[config.mk]
export PLATFORM = sky130hd
export DESIGN_NAME = line_rasterizer_pixel_writer_unit_flat
export DESIGN_NICKNAME = d
export VERILOG_FILES = /design/src/hw/rtl/lrpw_pkg.sv /design/src/hw/rtl/lrpw_if.sv /design/src/hw/rtl/lrpw_stepper.sv /design/src/hw/rtl/line_rasterizer_pixel_writer_unit.sv /design/src/flat_wrapper.sv
export SDC_FILE = /design/constraint.sdc
export NUM_CORES = 2
export LEC_CHECK = 0
export ABC_AREA = 0
export BUFFER_PORTS_ARGS = -buffer_cell sky130_fd_sc_hd__buf_2
export CORE_MARGIN = 4
export CORE_UTILIZATION = 45
export CTS_BUF_LIST = sky130_fd_sc_hd__clkbuf_16
export DETAILED_ROUTE_END_ITERATION = 12
export PLACE_DENSITY = 0.73
export REMOVE_ABC_BUFFERS = 1
export SKIP_CTS_REPAIR_TIMING = 1
export SYNTH_ARGS = -nofsm -noshare
export SYNTH_HDL_FRONTEND = slang
export SYNTH_SLANG_ARGS = --single-unit
[constraint.sdc]
create_clock -name clk_i -period 8.4 [get_ports clk_i]
set_input_delay 0.84 -clock clk_i [delete_from_list [all_inputs] [get_ports clk_i]]
set_output_delay 0.84 -clock clk_i [all_outputs]
set_load 0.1 [all_outputs]
[src/hw/rtl/lrpw_pkg.sv]
// Shared types and constants for the Bresenham line rasterizer / pixel writer.
// No dependencies; imported by every other file of the block.
`timescale 1ns / 1ps
`default_nettype none

package lrpw_pkg;

  // Clipping limits, framebuffer geometry and result widths
  localparam int unsigned ClipBits   = 13;
  localparam int unsigned BppBits    = 6;
  localparam int unsigned StrideBits = 16;
  localparam int unsigned ColorBits  = 24;
  localparam int unsigned AddrBits   = 28;
  localparam int unsigned ByteShift  = 3;   // bits per pixel -> bytes per pixel
  localparam int unsigned PaddrBits  = 4;
  localparam int unsigned PdataBits  = 32;

  // Register reset values
  localparam logic [ClipBits-1:0]   ScreenWidthRst  = 13'd1024;
  localparam logic [ClipBits-1:0]   ScreenHeightRst = 13'd768;
  localparam logic [BppBits-1:0]    BppRst          = 6'd32;
  localparam logic [StrideBits-1:0] LineStrideRst   = 16'd4096;

  typedef enum logic {
    OP_LOAD = 1'b0,
    OP_STEP = 1'b1
  } lrpw_op_e;

  typedef enum logic [1:0] {
    REG_SCREEN_WIDTH   = 2'd0,
    REG_SCREEN_HEIGHT  = 2'd1,
    REG_BITS_PER_PIXEL = 2'd2,
    REG_LINE_STRIDE    = 2'd3
  } lrpw_reg_e;

  // Status of the current point, handed from the stepper to the address path
  typedef struct packed {
    logic                in_bounds;  // pixel lies on screen and is written
    logic                line_done;  // point equals end point after this step
    logic [ClipBits-1:0] pix_x;      // column, meaningful when in_bounds
    logic [ClipBits-1:0] pix_y;      // row, meaningful when in_bounds
  } lrpw_pix_t;

endpackage

`default_nettype wire

[src/hw/rtl/lrpw_if.sv]
// Valid/ready channel interfaces: command words in, pixel words out.
// Depends on lrpw_pkg.
`timescale 1ns / 1ps
`default_nettype none

interface lrpw_cmd_if #(
  parameter int unsigned COORD_BITS = 16
);
  logic                          valid;
  logic                          ready;
  lrpw_pkg::lrpw_op_e            opcode;
  logic signed [COORD_BITS-1:0]  start_x;
  logic signed [COORD_BITS-1:0]  start_y;
  logic signed [COORD_BITS-1:0]  end_x;
  logic signed [COORD_BITS-1:0]  end_y;
  logic [lrpw_pkg::ColorBits-1:0] line_color;

  modport source (output valid, opcode, start_x, start_y, end_x, end_y, line_color,
                  input ready);
  modport sink   (input valid, opcode, start_x, start_y, end_x, end_y, line_color,
                  output ready);
endinterface

interface lrpw_pix_if;
  logic                           valid;
  logic                           ready;
  logic [lrpw_pkg::AddrBits-1:0]  byte_address;
  logic [lrpw_pkg::ColorBits-1:0] pixel_color;
  logic                           pixel_valid;
  logic                           line_done;

  modport source (output valid, byte_address, pixel_color, pixel_valid, line_done,
                  input ready);
  modport sink   (input valid, byte_address, pixel_color, pixel_valid, line_done,
                  output ready);
endinterface

`default_nettype wire

[src/hw/rtl/lrpw_stepper.sv]
// Bresenham state: current point, end point, spans, error term and directions.
// Reports the current pixel's clip status and takes one step per step word.
// Depends on lrpw_pkg.
`timescale 1ns / 1ps
`default_nettype none

module lrpw_stepper #(
  parameter int unsigned COORD_BITS = 16
) (
  input  logic                            clk_i,
  input  logic                            rst_ni,
  input  logic                            load_i,
  input  logic                            step_i,
  input  logic signed [COORD_BITS-1:0]    start_x_i,
  input  logic signed [COORD_BITS-1:0]    start_y_i,
  input  logic signed [COORD_BITS-1:0]    end_x_i,
  input  logic signed [COORD_BITS-1:0]    end_y_i,
  input  logic [lrpw_pkg::ColorBits-1:0]  color_i,
  input  logic [lrpw_pkg::ClipBits-1:0]   screen_width_i,
  input  logic [lrpw_pkg::ClipBits-1:0]   screen_height_i,
  output lrpw_pkg::lrpw_pix_t             pix_o,
  output logic [lrpw_pkg::ColorBits-1:0]  color_o
);
  import lrpw_pkg::*;

  localparam int unsigned SpanW = COORD_BITS + 1;
  localparam int unsigned ErrW  = COORD_BITS + 3;
  localparam int unsigned CmpW  = (COORD_BITS > ClipBits) ? COORD_BITS : ClipBits;

  logic signed [COORD_BITS-1:0] point_x_q, point_y_q, target_x_q, target_y_q;
  logic signed [COORD_BITS-1:0] point_x_d, point_y_d;
  logic [SpanW-1:0]             span_x_q, span_y_q, span_x_d, span_y_d;
  logic signed [ErrW-1:0]       err_q, err_d, err_load;
  logic                         neg_x_q, neg_y_q;
  logic [ColorBits-1:0]         color_q;

  logic signed [SpanW-1:0]      diff_x, diff_y;
  logic signed [ErrW:0]         twice, sx_w, sy_w;
  logic                         move_x, move_y, at_end;
  logic [CmpW-1:0]              ext_x, ext_y;
  logic                         in_bounds;

  // Spans and initial error for a new line
  assign diff_x   = SpanW'(end_x_i) - SpanW'(start_x_i);
  assign diff_y   = SpanW'(end_y_i) - SpanW'(start_y_i);
  assign span_x_d = diff_x[SpanW-1] ? SpanW'(-diff_x) : SpanW'(diff_x);
  assign span_y_d = diff_y[SpanW-1] ? SpanW'(-diff_y) : SpanW'(diff_y);
  assign err_load = $signed(ErrW'(span_x_d)) - $signed(ErrW'(span_y_d));

  // One Bresenham step from the current state
  assign twice  = {err_q, 1'b0};
  assign sx_w   = $signed((ErrW + 1)'(span_x_q));
  assign sy_w   = $signed((ErrW + 1)'(span_y_q));
  assign move_x = twice > -sy_w;
  assign move_y = twice < sx_w;
  assign at_end = (point_x_q == target_x_q) && (point_y_q == target_y_q);

  always_comb begin
    err_d     = err_q;
    point_x_d = point_x_q;
    point_y_d = point_y_q;
    if (move_x) begin
      err_d     = err_d - ErrW'(sy_w);
      point_x_d = neg_x_q ? point_x_q - COORD_BITS'(1) : point_x_q + COORD_BITS'(1);
    end
    if (move_y) begin
      err_d     = err_d + ErrW'(sx_w);
      point_y_d = neg_y_q ? point_y_q - COORD_BITS'(1) : point_y_q + COORD_BITS'(1);
    end
  end

  // Clip test of the current point
  assign ext_x     = CmpW'(unsigned'(point_x_q));
  assign ext_y     = CmpW'(unsigned'(point_y_q));
  assign in_bounds = !point_x_q[COORD_BITS-1] && !point_y_q[COORD_BITS-1] &&
                     (ext_x < CmpW'(screen_width_i)) && (ext_y < CmpW'(screen_height_i));

  always_comb begin
    pix_o.in_bounds = in_bounds && !at_end;
    pix_o.line_done = at_end || ((point_x_d == target_x_q) && (point_y_d == target_y_q));
    pix_o.pix_x     = ext_x[ClipBits-1:0];
    pix_o.pix_y     = ext_y[ClipBits-1:0];
  end

  assign color_o = color_q;

  // State registers
  always_ff @(posedge clk_i or negedge rst_ni) begin
    if (!rst_ni) begin
      point_x_q  <= '0;
      point_y_q  <= '0;
      target_x_q <= '0;
      target_y_q <= '0;
      span_x_q   <= '0;
      span_y_q   <= '0;
      err_q      <= '0;
      neg_x_q    <= 1'b0;
      neg_y_q    <= 1'b0;
      color_q    <= '0;
    end else if (load_i) begin
      point_x_q  <= start_x_i;
      point_y_q  <= start_y_i;
      target_x_q <= end_x_i;
      target_y_q <= end_y_i;
      span_x_q   <= span_x_d;
      span_y_q   <= span_y_d;
      err_q      <= err_load;
      neg_x_q    <= diff_x[SpanW-1];
      neg_y_q    <= diff_y[SpanW-1];
      color_q    <= color_i;
    end else if (step_i && !at_end) begin
      point_x_q  <= point_x_d;
      point_y_q  <= point_y_d;
      err_q      <= err_d;
    end
  end

endmodule

`default_nettype wire

[src/hw/rtl/line_rasterizer_pixel_writer_unit.sv]
// A step word accepted on the command port passes the products stage, then the output
// stage, before it is offered on the pixel port.
// Throughput: one word per cycle while the pixel port is not stalled.
// Load words produce no pixel word. Address path: multiply stage, then add stage.
// Reset (rst_ni low, async): line state cleared, pipeline empty, registers to
// width 1024, height 768, 32 bits per pixel, stride 4096.
`timescale 1ns / 1ps
`default_nettype none

module line_rasterizer_pixel_writer_unit #(
  parameter int unsigned COORD_BITS = 16
) (
  input  logic                             clk_i,
  input  logic                             rst_ni,
  lrpw_cmd_if.sink                         cmd_i,
  lrpw_pix_if.source                       pix_o,
  input  logic                             psel,
  input  logic                             penable,
  input  logic                             pwrite,
  input  logic [lrpw_pkg::PaddrBits-1:0]   paddr,
  input  logic [lrpw_pkg::PdataBits-1:0]   pwdata,
  output logic [lrpw_pkg::PdataBits-1:0]   prdata,
  output logic                             pready
);
  import lrpw_pkg::*;

  localparam int unsigned XprodW = ClipBits + BppBits;
  localparam int unsigned YprodW = ClipBits + StrideBits;

  // Configuration registers
  logic [ClipBits-1:0]   width_q, height_q;
  logic [BppBits-1:0]    bpp_q;
  logic [StrideBits-1:0] stride_q;
  lrpw_reg_e             reg_idx;
  logic                  cfg_wr;

  assign reg_idx = lrpw_reg_e'(paddr[3:2]);
  assign cfg_wr  = psel && penable && pwrite;
  assign pready  = 1'b1;

  always_ff @(posedge clk_i or negedge rst_ni) begin
    if (!rst_ni) begin
      width_q  <= ScreenWidthRst;
      height_q <= ScreenHeightRst;
      bpp_q    <= BppRst;
      stride_q <= LineStrideRst;
    end else if (cfg_wr) begin
      case (reg_idx)
        REG_SCREEN_WIDTH:   width_q  <= pwdata[ClipBits-1:0];
        REG_SCREEN_HEIGHT:  height_q <= pwdata[ClipBits-1:0];
        REG_BITS_PER_PIXEL: bpp_q    <= pwdata[BppBits-1:0];
        REG_LINE_STRIDE:    stride_q <= pwdata[StrideBits-1:0];
        default: ;
      endcase
    end
  end

  always_comb begin
    case (reg_idx)
      REG_SCREEN_WIDTH:   prdata = PdataBits'(width_q);
      REG_SCREEN_HEIGHT:  prdata = PdataBits'(height_q);
      REG_BITS_PER_PIXEL: prdata = PdataBits'(bpp_q);
      REG_LINE_STRIDE:    prdata = PdataBits'(stride_q);
      default:            prdata = '0;
    endcase
  end

  // Handshake: each stage moves when the one after it is empty or moving
  logic v1_q, vo_q, adv_o, adv_1, accept, do_load, do_step;

  assign adv_o       = !vo_q || pix_o.ready;
  assign adv_1       = !v1_q || adv_o;
  assign cmd_i.ready = adv_1;
  assign accept      = cmd_i.valid && adv_1;
  assign do_load     = accept && (cmd_i.opcode == OP_LOAD);
  assign do_step     = accept && (cmd_i.opcode == OP_STEP);

  // Bresenham stepper
  lrpw_pix_t            pix;
  logic [ColorBits-1:0] held_color;

  lrpw_stepper #(
    .COORD_BITS (COORD_BITS)
  ) u_stepper (
    .clk_i           (clk_i),
    .rst_ni          (rst_ni),
    .load_i          (do_load),
    .step_i          (do_step),
    .start_x_i       (cmd_i.start_x),
    .start_y_i       (cmd_i.start_y),
    .end_x_i         (cmd_i.end_x),
    .end_y_i         (cmd_i.end_y),
    .color_i         (cmd_i.line_color),
    .screen_width_i  (width_q),
    .screen_height_i (height_q),
    .pix_o           (pix),
    .color_o         (held_color)
  );

  // Stage 1: address products
  logic [XprodW-1:0]    xprod_q;
  logic [YprodW-1:0]    yprod_q;
  logic                 inside1_q, done1_q;
  logic [ColorBits-1:0] color1_q;

  always_ff @(posedge clk_i or negedge rst_ni) begin
    if (!rst_ni) begin
      v1_q <= 1'b0;
    end else if (adv_1) begin
      v1_q <= do_step;
    end
  end

  always_ff @(posedge clk_i) begin
    if (do_step) begin
      xprod_q   <= XprodW'(pix.pix_x) * XprodW'(bpp_q);
      yprod_q   <= YprodW'(pix.pix_y) * YprodW'(stride_q);
      inside1_q <= pix.in_bounds;
      done1_q   <= pix.line_done;
      color1_q  <= held_color;
    end
  end

  // Output stage: byte address sum, clipped pixels zeroed
  logic [AddrBits-1:0]  addr_d, addr_q;
  logic [ColorBits-1:0] color_q;
  logic                 pvalid_q, done_q;

  assign addr_d = AddrBits'(xprod_q >> ByteShift) + AddrBits'(yprod_q);

  always_ff @(posedge clk_i or negedge rst_ni) begin
    if (!rst_ni) begin
      vo_q <= 1'b0;
    end else if (adv_o) begin
      vo_q <= v1_q;
    end
  end

  always_ff @(posedge clk_i) begin
    if (adv_o && v1_q) begin
      addr_q   <= inside1_q ? addr_d : '0;
      color_q  <= inside1_q ? color1_q : '0;
      pvalid_q <= inside1_q;
      done_q   <= done1_q;
    end
  end

  assign pix_o.valid        = vo_q;
  assign pix_o.byte_address = addr_q;
  assign pix_o.pixel_color  = color_q;
  assign pix_o.pixel_valid  = pvalid_q;
  assign pix_o.line_done    = done_q;

endmodule

`default_nettype wire

[src/flat_wrapper.sv]
// flat-port wrapper written by rule: the top's interface ports become plain ports
module line_rasterizer_pixel_writer_unit_flat import lrpw_pkg::*;
#(
  parameter int unsigned COORD_BITS = 16
)
  (clk_i, rst_ni, psel, penable, pwrite, paddr, pwdata, prdata, pready, cmd_i_valid, cmd_i_opcode, cmd_i_start_x, cmd_i_start_y, cmd_i_end_x, cmd_i_end_y, cmd_i_line_color, cmd_i_ready, pix_o_valid, pix_o_byte_address, pix_o_pixel_color, pix_o_pixel_valid, pix_o_line_done, pix_o_ready);
  lrpw_cmd_if #(.COORD_BITS(COORD_BITS)) cmd_i_i ();
  lrpw_pix_if pix_o_i ();
  input  logic clk_i;
  input  logic rst_ni;
  input  logic psel;
  input  logic penable;
  input  logic pwrite;
  input  logic [lrpw_pkg::PaddrBits-1:0] paddr;
  input  logic [lrpw_pkg::PdataBits-1:0] pwdata;
  output logic [lrpw_pkg::PdataBits-1:0] prdata;
  output logic pready;
  input wire logic [$bits(cmd_i_i.valid)-1:0] cmd_i_valid;
  input wire logic [$bits(cmd_i_i.opcode)-1:0] cmd_i_opcode;
  input wire logic [$bits(cmd_i_i.start_x)-1:0] cmd_i_start_x;
  input wire logic [$bits(cmd_i_i.start_y)-1:0] cmd_i_start_y;
  input wire logic [$bits(cmd_i_i.end_x)-1:0] cmd_i_end_x;
  input wire logic [$bits(cmd_i_i.end_y)-1:0] cmd_i_end_y;
  input wire logic [$bits(cmd_i_i.line_color)-1:0] cmd_i_line_color;
  output wire logic [$bits(cmd_i_i.ready)-1:0] cmd_i_ready;
  output wire logic [$bits(pix_o_i.valid)-1:0] pix_o_valid;
  output wire logic [$bits(pix_o_i.byte_address)-1:0] pix_o_byte_address;
  output wire logic [$bits(pix_o_i.pixel_color)-1:0] pix_o_pixel_color;
  output wire logic [$bits(pix_o_i.pixel_valid)-1:0] pix_o_pixel_valid;
  output wire logic [$bits(pix_o_i.line_done)-1:0] pix_o_line_done;
  input wire logic [$bits(pix_o_i.ready)-1:0] pix_o_ready;
  assign cmd_i_i.valid = cmd_i_valid;
  assign cmd_i_i.opcode = cmd_i_opcode;
  assign cmd_i_i.start_x = cmd_i_start_x;
  assign cmd_i_i.start_y = cmd_i_start_y;
  assign cmd_i_i.end_x = cmd_i_end_x;
  assign cmd_i_i.end_y = cmd_i_end_y;
  assign cmd_i_i.line_color = cmd_i_line_color;
  assign cmd_i_ready = cmd_i_i.ready;
  assign pix_o_valid = pix_o_i.valid;
  assign pix_o_byte_address = pix_o_i.byte_address;
  assign pix_o_pixel_color = pix_o_i.pixel_color;
  assign pix_o_pixel_valid = pix_o_i.pixel_valid;
  assign pix_o_line_done = pix_o_i.line_done;
  assign pix_o_i.ready = pix_o_ready;
  line_rasterizer_pixel_writer_unit #(.COORD_BITS(COORD_BITS)) u_core (.clk_i(clk_i), .rst_ni(rst_ni), .cmd_i(cmd_i_i), .pix_o(pix_o_i), .psel(psel), .penable(penable), .pwrite(pwrite), .paddr(paddr), .pwdata(pwdata), .prdata(prdata), .pready(pready));
endmodule
==> impl_results.md <==
* Routed Antenna Nets at 0
* Seq/Total Area, Yosys at 27.7%
* Port buffer count at 185
* Slew @ Worst Pin at 1.15 ns
* Total GRT Usage at 22.9%
* Tcrit/Tclk final at 86.3%
* Status: finished, final reports clean
* Slowest-stage cell, CP: fa_1
* DRC Markers at 0
* Total CTS buffers at 39
* Initial DRC count at 1911
* CTS sink count at 317
* Skew final at 0.0185 ns
* Final min period at 7.25 ns
* Post-DP HPWL at 64700 µm
* Antenna violations before repair at 4
* Grt ovf at 0
* FP Rows at 95
* Multi-input logic area at 0.0204 mm²
* Number of flops mapped to enable cells by yosys at 124
* Final max-slew violation count at 0
* WL final at 84500 µm
* CP bufs+invs at 1
* Slew margin rel. at 22.8%
* First-pass GRT wire length at 135000 µm
* Cell Chain, Critical Path: or2_2 > or3_1 > nor2_1 > nand2_1 > nor4_1 > ha_1 > nand4_1 > nor4_1 > o21a_1 > or4_1 > and2_1 > buf_4 > mux2_2 > fa_1 > a211oi_1 > nor2_1 > o41a_1 > a41o_1 > o41ai_2 > o211a_1 > or4b_1 > o21ai_0 > a211oi_1 > a211oi_1
* Worst Path Class, Setup: register to register
* RSZ-0062 raised after global routing: false
* Die ar. at 0.0729 mm²
* Syn_area_per_cell at 9.04 µm²
* CTS tree: done
* Setup violators final at 0
* CP endpoint kind: register
* Root Buffer: clkbuf_16
* Vias/cell at 5.65
* Area Growth Syn to Fin at 9.47%
* Reg area at 0.00856 mm²
* Commonest non-fill, non-tap cell in the layout: nand2_1
* Fin Setup TNS at 0 ns
* Pin count of the biggest net entering global routing at 91
* Vias in the first global route at 24.7k
* Filler cell count at 6275
* Die Span Y at 270 µm
* Startpoint Class: register
* CP most frequent cell: a211oi_1
* Layout cell share with drive strength beyond 1 at 10.6%
* Max clock buf depth at 3
* WL per Instance at 19.1 µm
* Final Hold Viols at 0
* Synth Instances at 3415
* Clock Pin Slew Worst Setup and Hold Paths at 0.06 ns
* Die X at 270 µm
* Number of max-cap violations at 0
* Core footprint at 0.0676 mm²
* Drt pass-1 iters at 6
* Ys async rst share at 60.9%
* H-Tree Depth at 2
* Register bit total from synthesis at 317
* Ys flop type: dfrtp_1
* Worst EP required at 8.88 ns
* Max FO, Critical Path at 40
* Worst path max stage delay at 0.46 ns
* Fmax at 138 MHz
* Yosys cell types at 101
* Number of warnings issued by yosys at 0
* Top Ports at 221
* Crit path max-delay family: simple AND/OR/NAND/NOR gates
* Starting Density at 45.7%
* Hold Path Class: primary input to async pin
* Final GP Congestion at 0.940
* Arr. time, crit path at 7.73 ns
* Clock Latency Late Sink at 0.57 ns
* Synthesized area at 0.0309 mm²
* Vias at 25.1k
* Final-stage net count at 4151
* Most frequent cells in the layout: nand2_1 (505), inv_1 (377), ha_1 (284)
-- metal layers --
| layer | vias up | track usage, % | wire (µm) |
|---|---|---|---|
| met5 | - | 0 | 13 |
| met2 | 846 | 38.0 | 39700 |
| met4 | 2 | 8.06 | 3070 |
| li1 | 11892 | - | - |
| met1 | 12172 | 30.3 | 35600 |
| met3 | 161 | 4.30 | 6150 |
-- synth_stat cells, types with 20 or more instances --
library cell,n,share of area [%]
or3_1,26,0.53
nand2_1,506,6.2
xor2_1,92,2.6
xnor2_1,117,3.3
ha_1,284,12
dfrtp_1,188,15
o211ai_1,25,0.61
clkbuf_1,114,1.4
nand3_1,69,1.1
nor4_1,20,0.41
a21o_1,43,1.0
a31oi_1,20,0.41
o22ai_1,32,0.65
a211oi_1,25,0.61
fa_1,206,13
edfxtp_1,124,12
o21a_1,30,0.73
a22o_1,23,0.65
and3_1,29,0.59
nor2_1,141,1.7
inv_1,368,4.5
and2_1,176,3.6
mux2_2,40,1.5
o21ai_0,160,2.6
nor3_1,69,1.1
nor2b_1,27,0.55
a21oi_1,136,2.2
-- registers in the layout (all words and copies together), names as in the netlist, 17 cells and up --
signal and flops:
u_core.yprod_q 28, u_core.u_stepper.span_x_q 17, u_core.u_stepper.err_q 19, u_core.u_stepper.color_o 24
u_core.pix_o.byte_address 28, u_core.pix_o.pixel_color 24, u_core.color1_q 24, u_core.u_stepper.span_y_q 17
-- final timing paths --
path / startpoint / to / slack, ns / depth (start not counted)
worst max-delay path: u_core.u_stepper.span_y_q[0] / u_core.u_stepper.err_q[16] / 1.15 / 24
min in group clk_i: u_core.u_stepper.color_o[7] / u_core.color1_q[7] / 0.44 / 0
worst min-delay path: rst_ni / u_core.u_stepper.span_x_q[10] / 0.32 / 1
max in group asynchronous: rst_ni / u_core.width_q[5] / 6.59 / 2
worst max register to register: u_core.u_stepper.span_y_q[0] / u_core.u_stepper.err_q[16] / 1.15 / 24
worst min register to register: u_core.u_stepper.color_o[7] / u_core.color1_q[7] / 0.44 / 0
-- cell families (layout without fill, tap and decap cells) --
| logic type | after synthesis | after routing | synth area share [%] |
|---|---|---|---|
| buffers and inverters | 521 | 651 | 6.60 |
| other | 2 | 19 | 0.0243 |
| multiplexers | 63 | 63 | 2.46 |
| XOR/XNOR | 212 | 212 | 6.15 |
| flip-flops | 317 | 317 | 27.7 |
| adder cells (fa/ha/maj) | 490 | 490 | 24.9 |
| AND/OR/NAND/NOR | 1151 | 1151 | 17.9 |
| AO/OA/AOI/OAI | 659 | 659 | 14.3 |
-- area by class of cell --
type                    instances  share of cell area [%]
multi-input cells            2592                    60.3
flip-flops and latches        317                    25.3
clock buffers                  39                    2.89
repair buffers                210                    3.32
inverters                     369                    4.10
diodes                          2                  0.0148
well taps                     873                    3.23
clock inverters                33                   0.855
-- through the flow --
stage	utilization, %	instances	hold WS, ns	setup slack, ns	area (µm²)
3_5_place_dp	48.1	4361	0.432	1.28	32500
4_1_cts	50.0	4433	0.385	1.28	33800
2_1_floorplan	-	3278	0.400	1.69	30300
6_report	50.0	4435	0.320	1.15	33800
5_1_grt	50.0	4435	0.388	0.723	33800
3_3_place_gp	48.1	4361	0.428	1.36	32500
Power is left out: the tool's default activity adds up to more than one toggle a clock period on the data nets, which glitch-free logic cannot reach.
